File: config.mk
export PLATFORM = sky130hd
export DESIGN_NAME = multi_width_crc_byte_engine
export DESIGN_NICKNAME = d
export VERILOG_FILES = /design/src/mwcrc_pkg.sv /design/src/multi_width_crc_byte_engine.sv /design/src/mwcrc_step.sv
export SDC_FILE = /design/constraint.sdc
export NUM_CORES = 1
export LEC_CHECK = 0
export ABC_AREA = 1
export ABC_CLOCK_PERIOD_IN_PS = 3600
export BUFFER_PORTS_ARGS = -buffer_cell sky130_fd_sc_hd__buf_2
export CORE_AREA = 2 2 88 175
export CTS_BUF_LIST = sky130_fd_sc_hd__clkbuf_8
export CTS_CLUSTER_DIAMETER = 30
export DETAILED_ROUTE_END_ITERATION = 7
export DIE_AREA = 0 0 90 177
export SYNTH_ARGS = -nofsm -noshare
export SYNTH_HDL_FRONTEND = slang
export SYNTH_SLANG_ARGS = --single-unit
File: constraint.sdc
create_clock -name i_clk -period 3.6 [get_ports i_clk]
set_input_delay 0 -clock i_clk [delete_from_list [all_inputs] [get_ports i_clk]]
set_output_delay 0 -clock i_clk [all_outputs]
set_load 0.1 [all_outputs]
File: src/mwcrc_pkg.sv
// Shared types, size codes and per-width CRC constants for the
// multi-width CRC byte engine. No dependencies.
package mwcrc_pkg;

    typedef logic [1:0] t_crc_size;

    localparam t_crc_size CRC_SIZE_8  = 2'd0;
    localparam t_crc_size CRC_SIZE_16 = 2'd1;
    localparam t_crc_size CRC_SIZE_32 = 2'd2;

    localparam int unsigned CRC_W  = 32;
    localparam int unsigned BYTE_W = 8;

    // Remainder after reset: the 8-bit initial value, native alignment
    localparam logic [CRC_W-1:0] RESET_REM = 32'h0000_00F1;

    // One transaction on the input channel
    typedef struct packed {
        logic [BYTE_W-1:0] data_byte;
        logic              first_byte;
        logic              last_byte;
    } t_item;

    // Width constants: init and poly are left-justified to bit 31 so one shift
    // network serves all three widths; fx keeps native alignment.
    typedef struct packed {
        logic [CRC_W-1:0] init_al;
        logic [CRC_W-1:0] poly_al;
        logic [CRC_W-1:0] fx;
        logic [4:0]       pad;     // 32 minus the width
    } t_width_cfg;

    function automatic t_width_cfg width_cfg(input t_crc_size sel);
        t_width_cfg c;
        unique case (sel)
            CRC_SIZE_16: begin
                c.init_al = 32'hF1F1_0000;
                c.poly_al = 32'h8408_0000;
                c.fx      = 32'h0000_ABAB;
                c.pad     = 5'd16;
            end
            CRC_SIZE_32: begin
                c.init_al = 32'hF1F1_F1F1;
                c.poly_al = 32'hEDB8_8320;
                c.fx      = 32'hABAB_ABAB;
                c.pad     = 5'd0;
            end
            default: begin
                // 8-bit mode, also the unused size code
                c.init_al = 32'hF100_0000;
                c.poly_al = 32'hE000_0000;
                c.fx      = 32'h0000_00AB;
                c.pad     = 5'd24;
            end
        endcase
        return c;
    endfunction

endpackage

File: src/multi_width_crc_byte_engine.sv
// Top level of the multi-width CRC byte engine: input register, CRC step,
// result register and the size register. Depends on mwcrc_pkg, mwcrc_step.
// Data path: input register, then the CRC step into the result register.
// Throughput: one byte per cycle while i_out_stall is low, set by the
//   remainder feedback through the unrolled 8-step XOR network.
// Reset (synchronous, i_rst_n low): both stages empty, size 8 bits,
//   remainder 0xF1.
module multi_width_crc_byte_engine import mwcrc_pkg::*; (
    input  logic              i_clk,
    input  logic              i_rst_n,
    // configuration
    input  logic              i_cfg_wr_en,
    input  logic [1:0]        i_cfg_wr_data,
    // input channel
    input  logic              i_in_valid,
    output logic              o_in_stall,
    input  logic [BYTE_W-1:0] i_data_byte,
    input  logic              i_first_byte,
    input  logic              i_last_byte,
    // output channel
    output logic              o_out_valid,
    input  logic              i_out_stall,
    output logic [CRC_W-1:0]  o_crc_value,
    output logic              o_message_done
);

    t_crc_size        r_size;
    logic             r_in_vld, n_in_vld;
    t_item            r_in;
    logic [CRC_W-1:0] r_rem;
    logic             r_out_vld, n_out_vld;
    logic [CRC_W-1:0] r_out_crc;
    logic             r_out_done;

    logic             adv;      // input stage moves into result register
    logic             in_load;  // input register takes a new transaction
    logic [CRC_W-1:0] n_rem;
    logic [CRC_W-1:0] step_crc;

    // result register is free, or is being emptied this cycle
    assign adv        = r_in_vld && (!r_out_vld || !i_out_stall);
    assign o_in_stall = r_in_vld && !adv;
    assign in_load    = i_in_valid && !o_in_stall;

    assign n_in_vld  = in_load || (r_in_vld && !adv);
    assign n_out_vld = adv || (r_out_vld && i_out_stall);

    // remainder feedback: the item in the input register always sees the
    // remainder left by the previous transaction
    mwcrc_step u_step (
        .i_size (r_size),
        .i_item (r_in),
        .i_rem  (r_rem),
        .o_rem  (n_rem),
        .o_crc  (step_crc)
    );

    always_ff @(posedge i_clk) begin
        if (!i_rst_n) begin
            r_size    <= CRC_SIZE_8;
            r_in_vld  <= 1'b0;
            r_out_vld <= 1'b0;
            r_rem     <= RESET_REM;
        end else begin
            if (i_cfg_wr_en) begin
                r_size <= i_cfg_wr_data;
            end
            r_in_vld  <= n_in_vld;
            r_out_vld <= n_out_vld;
            if (adv) begin
                r_rem <= n_rem;
            end
        end
    end

    // payload registers, no reset
    always_ff @(posedge i_clk) begin
        if (in_load) begin
            r_in.data_byte  <= i_data_byte;
            r_in.first_byte <= i_first_byte;
            r_in.last_byte  <= i_last_byte;
        end
        if (adv) begin
            r_out_crc  <= step_crc;
            r_out_done <= r_in.last_byte;
        end
    end

    assign o_out_valid    = r_out_vld;
    assign o_crc_value    = r_out_crc;
    assign o_message_done = r_out_done;

endmodule

File: src/mwcrc_step.sv
// Combinational byte step of the CRC: reseed on a first byte, absorb one byte, eight
// MSB-first shift steps, final XOR. Depends on mwcrc_pkg.
module mwcrc_step import mwcrc_pkg::*; (
    input  t_crc_size        i_size,
    input  t_item            i_item,
    input  logic [CRC_W-1:0] i_rem,
    output logic [CRC_W-1:0] o_rem,
    output logic [CRC_W-1:0] o_crc
);

    t_width_cfg       cfg;
    logic [CRC_W-1:0] al;

    always_comb begin
        cfg = width_cfg(i_size);
        // left-justify: the shift also drops bits above the width
        al  = i_item.first_byte ? cfg.init_al : (i_rem << cfg.pad);
        al  = al ^ {i_item.data_byte, {(CRC_W-BYTE_W){1'b0}}};
        for (int i = 0; i < BYTE_W; i++) begin
            al = al[CRC_W-1] ? ((al << 1) ^ cfg.poly_al) : (al << 1);
        end
        o_rem = al >> cfg.pad;
        o_crc = o_rem ^ cfg.fx;
    end

endmodule

* After elaboration in Yosys (flattened, before gate mapping) *
Index checks and enable logic that the tools add are counted.

word-level totals
  flip-flop bits (word level) = 79
  latch bits = 0
  bits in writable memories = 0
  bits in read-only memories = 0
  logic and storage cells = 44
  memories kept = 0

cells by class
  add/sub/neg operators = 0
  multiply operators = 0
  div/mod/pow operators = 0
  $lt $le $gt $ge = 0
  equal/unequal tests = 2
  shifts and indexed selects = 2
  muxes and demuxes = 10
  bitwise gates (word level) = 10
  reductions and logical operators = 11

operator list
  operator              count
  $xor A32 B32 Y32      10
  $mux W32              9
  $pmux W93 S2          1
  $shl A32 B5 Y32       1
  $shr A32 B5 Y32       1
  $logic_and A1 B1 Y1   4
  $logic_not A1 Y1      4
  $logic_or A1 B1 Y1    3
  $eq A2 B1 Y1 const B  1
  $eq A2 B2 Y1 const B  1

* Logic depth before layout (Yosys ltp) *
  depth after elaboration = 23
  gate-level depth with buffers = 34
  mapped depth without buffers = 33

* By module *
A second synthesis with hierarchy kept.

unflattened totals
  cells, all modules = 908
  area total of the unflattened synthesis = 6321.1 µm²

by module, submodules not included
  module                       times used  cells an instance  area an instance (µm²)  seq. area each (µm²)
  mwcrc_step                   1           643                3387.0                  0.0
  multi_width_crc_byte_engine  1           265                2934.1                  2011.9

* Worst setup path before layout *
OpenSTA, ideal clock, no wires.

  path type = reg-to-reg
  start point = register r_size[0]
  end point = register r_out_crc[8] (netlist: o_crc_value[8]) (data pin)
  arrival = 2.950 ns
  data required time = 3.331 ns
  slack = 0.381 ns
  cell stages (with the launch flop) = 31
  buffers on the path = 2
  clock period less this slack = 3.219 ns
  cell sequence = dfxtp_1 -> inv_1 -> ha_1 -> buf_6 -> nand2_1 -> nand3_2 -> nand2_2 -> nand2_1 -> nand2_2 -> nand2_4 -> inv_4 -> nand2_2 -> nand2_4 -> inv_2 -> nand2_2 -> nand3_2 -> nand2_4 -> nand2_2 -> nand2_2 -> buf_6 -> nand3_4 -> nand2_4 -> nand2_4 -> nand2_4 -> nand2_2 -> nand2_4 -> nand2_1 -> nand2_1 -> inv_1 -> o21ai_2 -> o21ai_0

between the ends
  word-level cells in the longest chain between the ends = 23

RTL lines
  element                                       RTL line                           RTL
  from (decl)                                   multi_width_crc_byte_engine.sv:27  t_crc_size r_size;
  from (signal assigned)                        multi_width_crc_byte_engine.sv:66  r_size <= i_cfg_wr_data;
  $eq A2 B2 Y1 or $eq A2 B1 Y1 (tied branches)  mwcrc_pkg.sv:35                    unique case (sel)
  $pmux W93 S2 *                                mwcrc_pkg.sv:35
  $shl A32 B5 Y32                               mwcrc_step.sv:17                   al = i_item.first_byte ? cfg.init_al : (i_rem << cfg.pad);
  $mux W32                                      mwcrc_step.sv:17
  $xor A32 B32 Y32                              mwcrc_step.sv:18                   al = al ^ {i_item.data_byte, {(CRC_W-BYTE_W){1'b0}}};
  $xor A32 B32 Y32                              mwcrc_step.sv:20                   al = al[CRC_W-1] ? ((al << 1) ^ cfg.poly_al) : (al << 1);
  $mux W32                                      mwcrc_step.sv:20
  $xor A32 B32 Y32                              mwcrc_step.sv:20
  [8 not listed]                                -
  $mux W32                                      mwcrc_step.sv:20
  $xor A32 B32 Y32                              mwcrc_step.sv:20
  $mux W32                                      mwcrc_step.sv:20
  $xor A32 B32 Y32                              mwcrc_step.sv:20
  $mux W32                                      mwcrc_step.sv:20
  $shr A32 B5 Y32                               mwcrc_step.sv:22                   o_rem = al >> cfg.pad;
  $xor A32 B32 Y32 *                            mwcrc_step.sv:23                   o_crc = o_rem ^ cfg.fx;
  net step_crc[8]                               multi_width_crc_byte_engine.sv:38  logic [CRC_W-1:0] step_crc;
  to (signal assigned)                          multi_width_crc_byte_engine.sv:84  r_out_crc <= step_crc;
  to (decl)                                     multi_width_crc_byte_engine.sv:32  logic [CRC_W-1:0] r_out_crc;

Mark *: on every way through the listed nets, which the timed path passes. The rest lies on a longest branch.
A chain may end at the register's enable or synchronous reset.

* Worst setup path after layout *
  start point = register r_size[0]
  end point = register r_out_crc[6] (netlist: o_crc_value[6]) (data pin)

between the ends
  word-level cells in the longest chain between the ends = 23

RTL lines
  element                                       RTL line                           RTL
  $eq A2 B2 Y1 or $eq A2 B1 Y1 (tied branches)  mwcrc_pkg.sv:35
  $pmux W93 S2 *                                mwcrc_pkg.sv:35
  $shl A32 B5 Y32                               mwcrc_step.sv:17
  $mux W32                                      mwcrc_step.sv:17
  $xor A32 B32 Y32                              mwcrc_step.sv:18
  $xor A32 B32 Y32                              mwcrc_step.sv:20
  $mux W32                                      mwcrc_step.sv:20
  $xor A32 B32 Y32                              mwcrc_step.sv:20
  [8 not listed]                                -
  $mux W32                                      mwcrc_step.sv:20
  $xor A32 B32 Y32                              mwcrc_step.sv:20
  $mux W32                                      mwcrc_step.sv:20
  $xor A32 B32 Y32                              mwcrc_step.sv:20
  $mux W32                                      mwcrc_step.sv:20
  $shr A32 B5 Y32 *                             mwcrc_step.sv:22
  net n_rem[6]                                  multi_width_crc_byte_engine.sv:37  logic [CRC_W-1:0] n_rem;
  $xor A32 B32 Y32 *                            mwcrc_step.sv:23

Marks and branches as above.

==> results.md <==
| Item | Reported |
|---|---|
| Antenna violations before repair | 0 |
| Cell at the root of the clock tree | clkbuf_8 |
| Clock tree from TritonCTS | yes |
| Reg-to-reg setup timing slack | 0.08 ns |
| Synthesis-to-layout area growth | 43.9% |
| Input/output buffers | 51 |
| Ys Warns | 0 |
| Synthesis-stage register bit count | 79 |
| Diode insertion count for antenna repair | 0 |
| Clock net sink count | 79 |
| Transition time at the pin with the least slew margin | 0.685 ns |
| Routed length per placed instance | 18.4 um |
| Detailed-route DRC error count | 0 |
| Commonest cells after routing, fill and taps aside | 173 x nand2_1, 107 x buf_4, 58 x inv_1, 58 x nand3_1, 51 x buf_2 |
| Worst slew margin relative to its limit | 54.3% |
| Ports placed on the boundary | 52 |
| Fraction of layout cells with a size suffix above 1 | 38.4% |
| Final Wtd Congestion | 0.978 |
| Most frequent cell on the critical path | nand2_4 |
| Largest family of logic cells by synthesized area | simple AND/OR/NAND/NOR gates |
| Pins over their slew limit | 0 |
| Synthesized-area fraction occupied by ao, oa, aoi and oai cells | 11.9% |
| Crit path capture type | flop |
| TritonCTS buffer count | 9 |
| CP peak stage delay | 0.34 ns |
| # setup viols final | 0 |
| NumNets Final | 931 |
| Number of H-tree levels | 3 |
| Std cell rows | 63 |
| Clock skew after layout | 0.0202 ns |
| Post-synthesis mux area share | 0% |
| Synthesized instance count | 752 |
| Dpl hpwl | 15,300 um |
| Top_reg_cell synth | edfxtp_1 |
| Number of nets still failing antenna checks after routing | 0 |
| Leakage | 3.54 nW |
| Period Utilization, post-route | 97.9% |
| Element type at the critical path start | flop |
| GRT Residual Overflow | 0 |
| Post-synthesis simple-gate area fraction | 35.6% |
| Count of flip-flops with a built-in enable after synthesis | 43 |
| Slowest cell on the critical path | dfxtp_2 |
| Overall die width | 90 um |
| Leading cell type in the layout, fill and taps excluded | nand2_1 |
| Post-synthesis share of cell area spent on full adders, half adders and majority gates | 0.458% |
| Post-Syn Area per Cell | 7.27 um^2 |
| Starting density of the core | 37.3% |
| Fraction of synthesis flops using an asynchronous set or reset pin | 0% |
| Drt first-iter violations | 315 |
| Final total negative setup slack | 0 ns |
| Critical Path AT | 3.66 ns |
| Insertion delay to the later sink of the worst-skew pair | 0.39 ns |
| Routed wire length | 20,500 um |
| Count of endpoints failing hold in the final timing report | 0 |
| Wire length of the first global-routing pass | 30,000 um |
| Die ar. | 15,900 um^2 |
| Post-Syn Area | 5460 um^2 |
| Run status | complete, no violations |
| Highest clock frequency the design can meet | 284 MHz |
| Placeable core region | 14,700 um^2 |
| CP Data Required Time | 3.74 ns |
| Worst IR Drop VDD | 0.505 mV |
| Total via count after detailed routing | 5,719 |
| Number of violations of the max-capacitance limit | 0 |
| Cell area power density | 754 nW/um^2 |
| Via count of the first global-routing pass | 5,426 |
| RSZ-0062 raised after global routing | true |
| Maximum count of clock buffers along a single path | 2 |
| Synthesized-area fraction occupied by xor and xnor cells | 6.87% |
| Die height | 177 um |
| Clock transition at the registers of the reported paths | 0.11 ns |
| Largest net degree at the start of global routing | 34 |
| Power, Total | 5.93 mW |
| Startpoint-to-endpoint class of the critical path | reg -> reg |
| Total iterations of the first detailed-routing run | 5 |
| Post-synthesis sequential area ratio | 36.8% |
| Hold Crit Class | in -> reg |
| Post-synth net total | 771 |
| Total routing resource utilization after global routing | 24.8% |
| Synth cell types | 47 |
| Average vias per placed instance | 5.14 |
| Maximum fanout encountered on the critical timing path | 8 |
| Min cycle time layout | 3.52 ns |
area by class of cell:
type / count / area [um^2]
Tap cell: 195 / 244
Timing Repair Buffer: 181 / 1350
Sequential cell: 79 / 2010
Multi-Input combinational cell: 567 / 3740
Clock buffer: 9 / 124
Fill cell: 1451 / 6800
Clock inverter: 7 / 78.8
Inverter: 74 / 315
repair_timing:
action                                  CTS  global route
endpoints found under the hold margin    14             0
pin swaps                                 2            59
endpoints found under the setup margin   48            60
cloned                                    0             1
buffers inserted                          0            22
hold buffers                             15             0
resized for setup                        13           164
state kept, by name, indices dropped and copies added (netlist names):
signal,cells
o_crc_value,32
r_rem,32
r_in,10
r_size,2
o_message_done,1
o_out_valid,1
r_in_vld,1
worst max-delay path: cells and delay by family (launching register included):
family / cells / cell delay (ns)
buffers and inverters: 4 / 0.39
flip-flops: 1 / 0.34
AO/OA/AOI/OAI: 3 / 0.45
XOR/XNOR: 1 / 0.19
AND/OR/NAND/NOR: 17 / 1.57
adder cells (fa/ha/maj): 1 / 0.33
metrics by stage:
step                      std cells  utilization (%)  instance area, um^2  hold slack, ns  setup slack (ns)
final                          1112             53.6                 7860          0.0537            0.0768
after global routing           1112             53.6                 7860          0.0925            -0.115
after CTS                      1090             47.5                 6970          0.0691           0.00621
after detailed placement       1059             44.7                 6550           0.179            -0.141
after global placement         1059             44.7                 6550           0.178           -0.0867
after floorplan                 752                -                 5460          0.0989             0.381
cells in the mapped netlist, types with 2 or more instances:
library cell,number,share of area [%]
o21a_1,2,0.27
nand3b_1,2,0.27
buf_6,4,0.82
dfxtp_1,36,13
a21oi_2,3,0.48
nand3_1,87,8.0
xor2_1,28,4.5
nor2_2,3,0.34
nor2_1,38,2.6
or2_2,2,0.23
buf_4,2,0.27
inv_2,4,0.27
nand3_2,12,2.2
a21oi_1,47,4.3
buf_2,3,0.27
inv_4,2,0.23
nor2_4,2,0.41
buf_1,6,0.41
nand2_1,213,15
edfxtp_1,43,24
o21ai_0,35,3.2
nand2_4,12,2.5
a31oi_1,3,0.34
or2_1,3,0.34
o22ai_1,4,0.46
clkbuf_1,17,1.2
o221ai_1,2,0.32
inv_1,66,4.5
o21ai_1,5,0.46
o211ai_1,5,0.69
o21ai_2,3,0.48
nand2_2,26,3.0
xnor2_1,13,2.1
ha_1,2,0.46
nand4_1,5,0.57
kinds of logic (layout without fill, tap and decap cells):
| family | count (synthesis) | count (layout) |
|---|---|---|
| XOR/XNOR | 42 | 42 |
| AND/OR/NAND/NOR | 408 | 408 |
| flip-flops | 79 | 79 |
| buffers and inverters | 106 | 271 |
| AO/OA/AOI/OAI | 115 | 115 |
| adder cells (fa/ha/maj) | 2 | 2 |
where the power goes:
part           leakage, nW  switching, mW  internal, mW
registers            0.700         0.0557          1.09
clock network       0.0998          0.396         0.329
logic                 2.74           2.57          1.49
layer usage:
metal / vias up / track usage, % / part of all wire, %
li1: 2787 / - / -
met1: 2671 / 27.1 / 38
met2: 188 / 45.1 / 52
met3: 73 / 3.15 / 3.8
met4: 0 / 15.7 / 6.7
met5: - / 0 / 0
worst paths after layout:
kind	start	to	depth (start not counted)
worst min-delay path	i_rst_n	r_rem[24]	3
worst max-delay path	r_size[0]	o_crc_value[6]	26
worst min register to register	r_in[0]	o_message_done	0
worst max register to register	r_size[0]	o_crc_value[6]	26
Power figures use the tool's default switching activity.
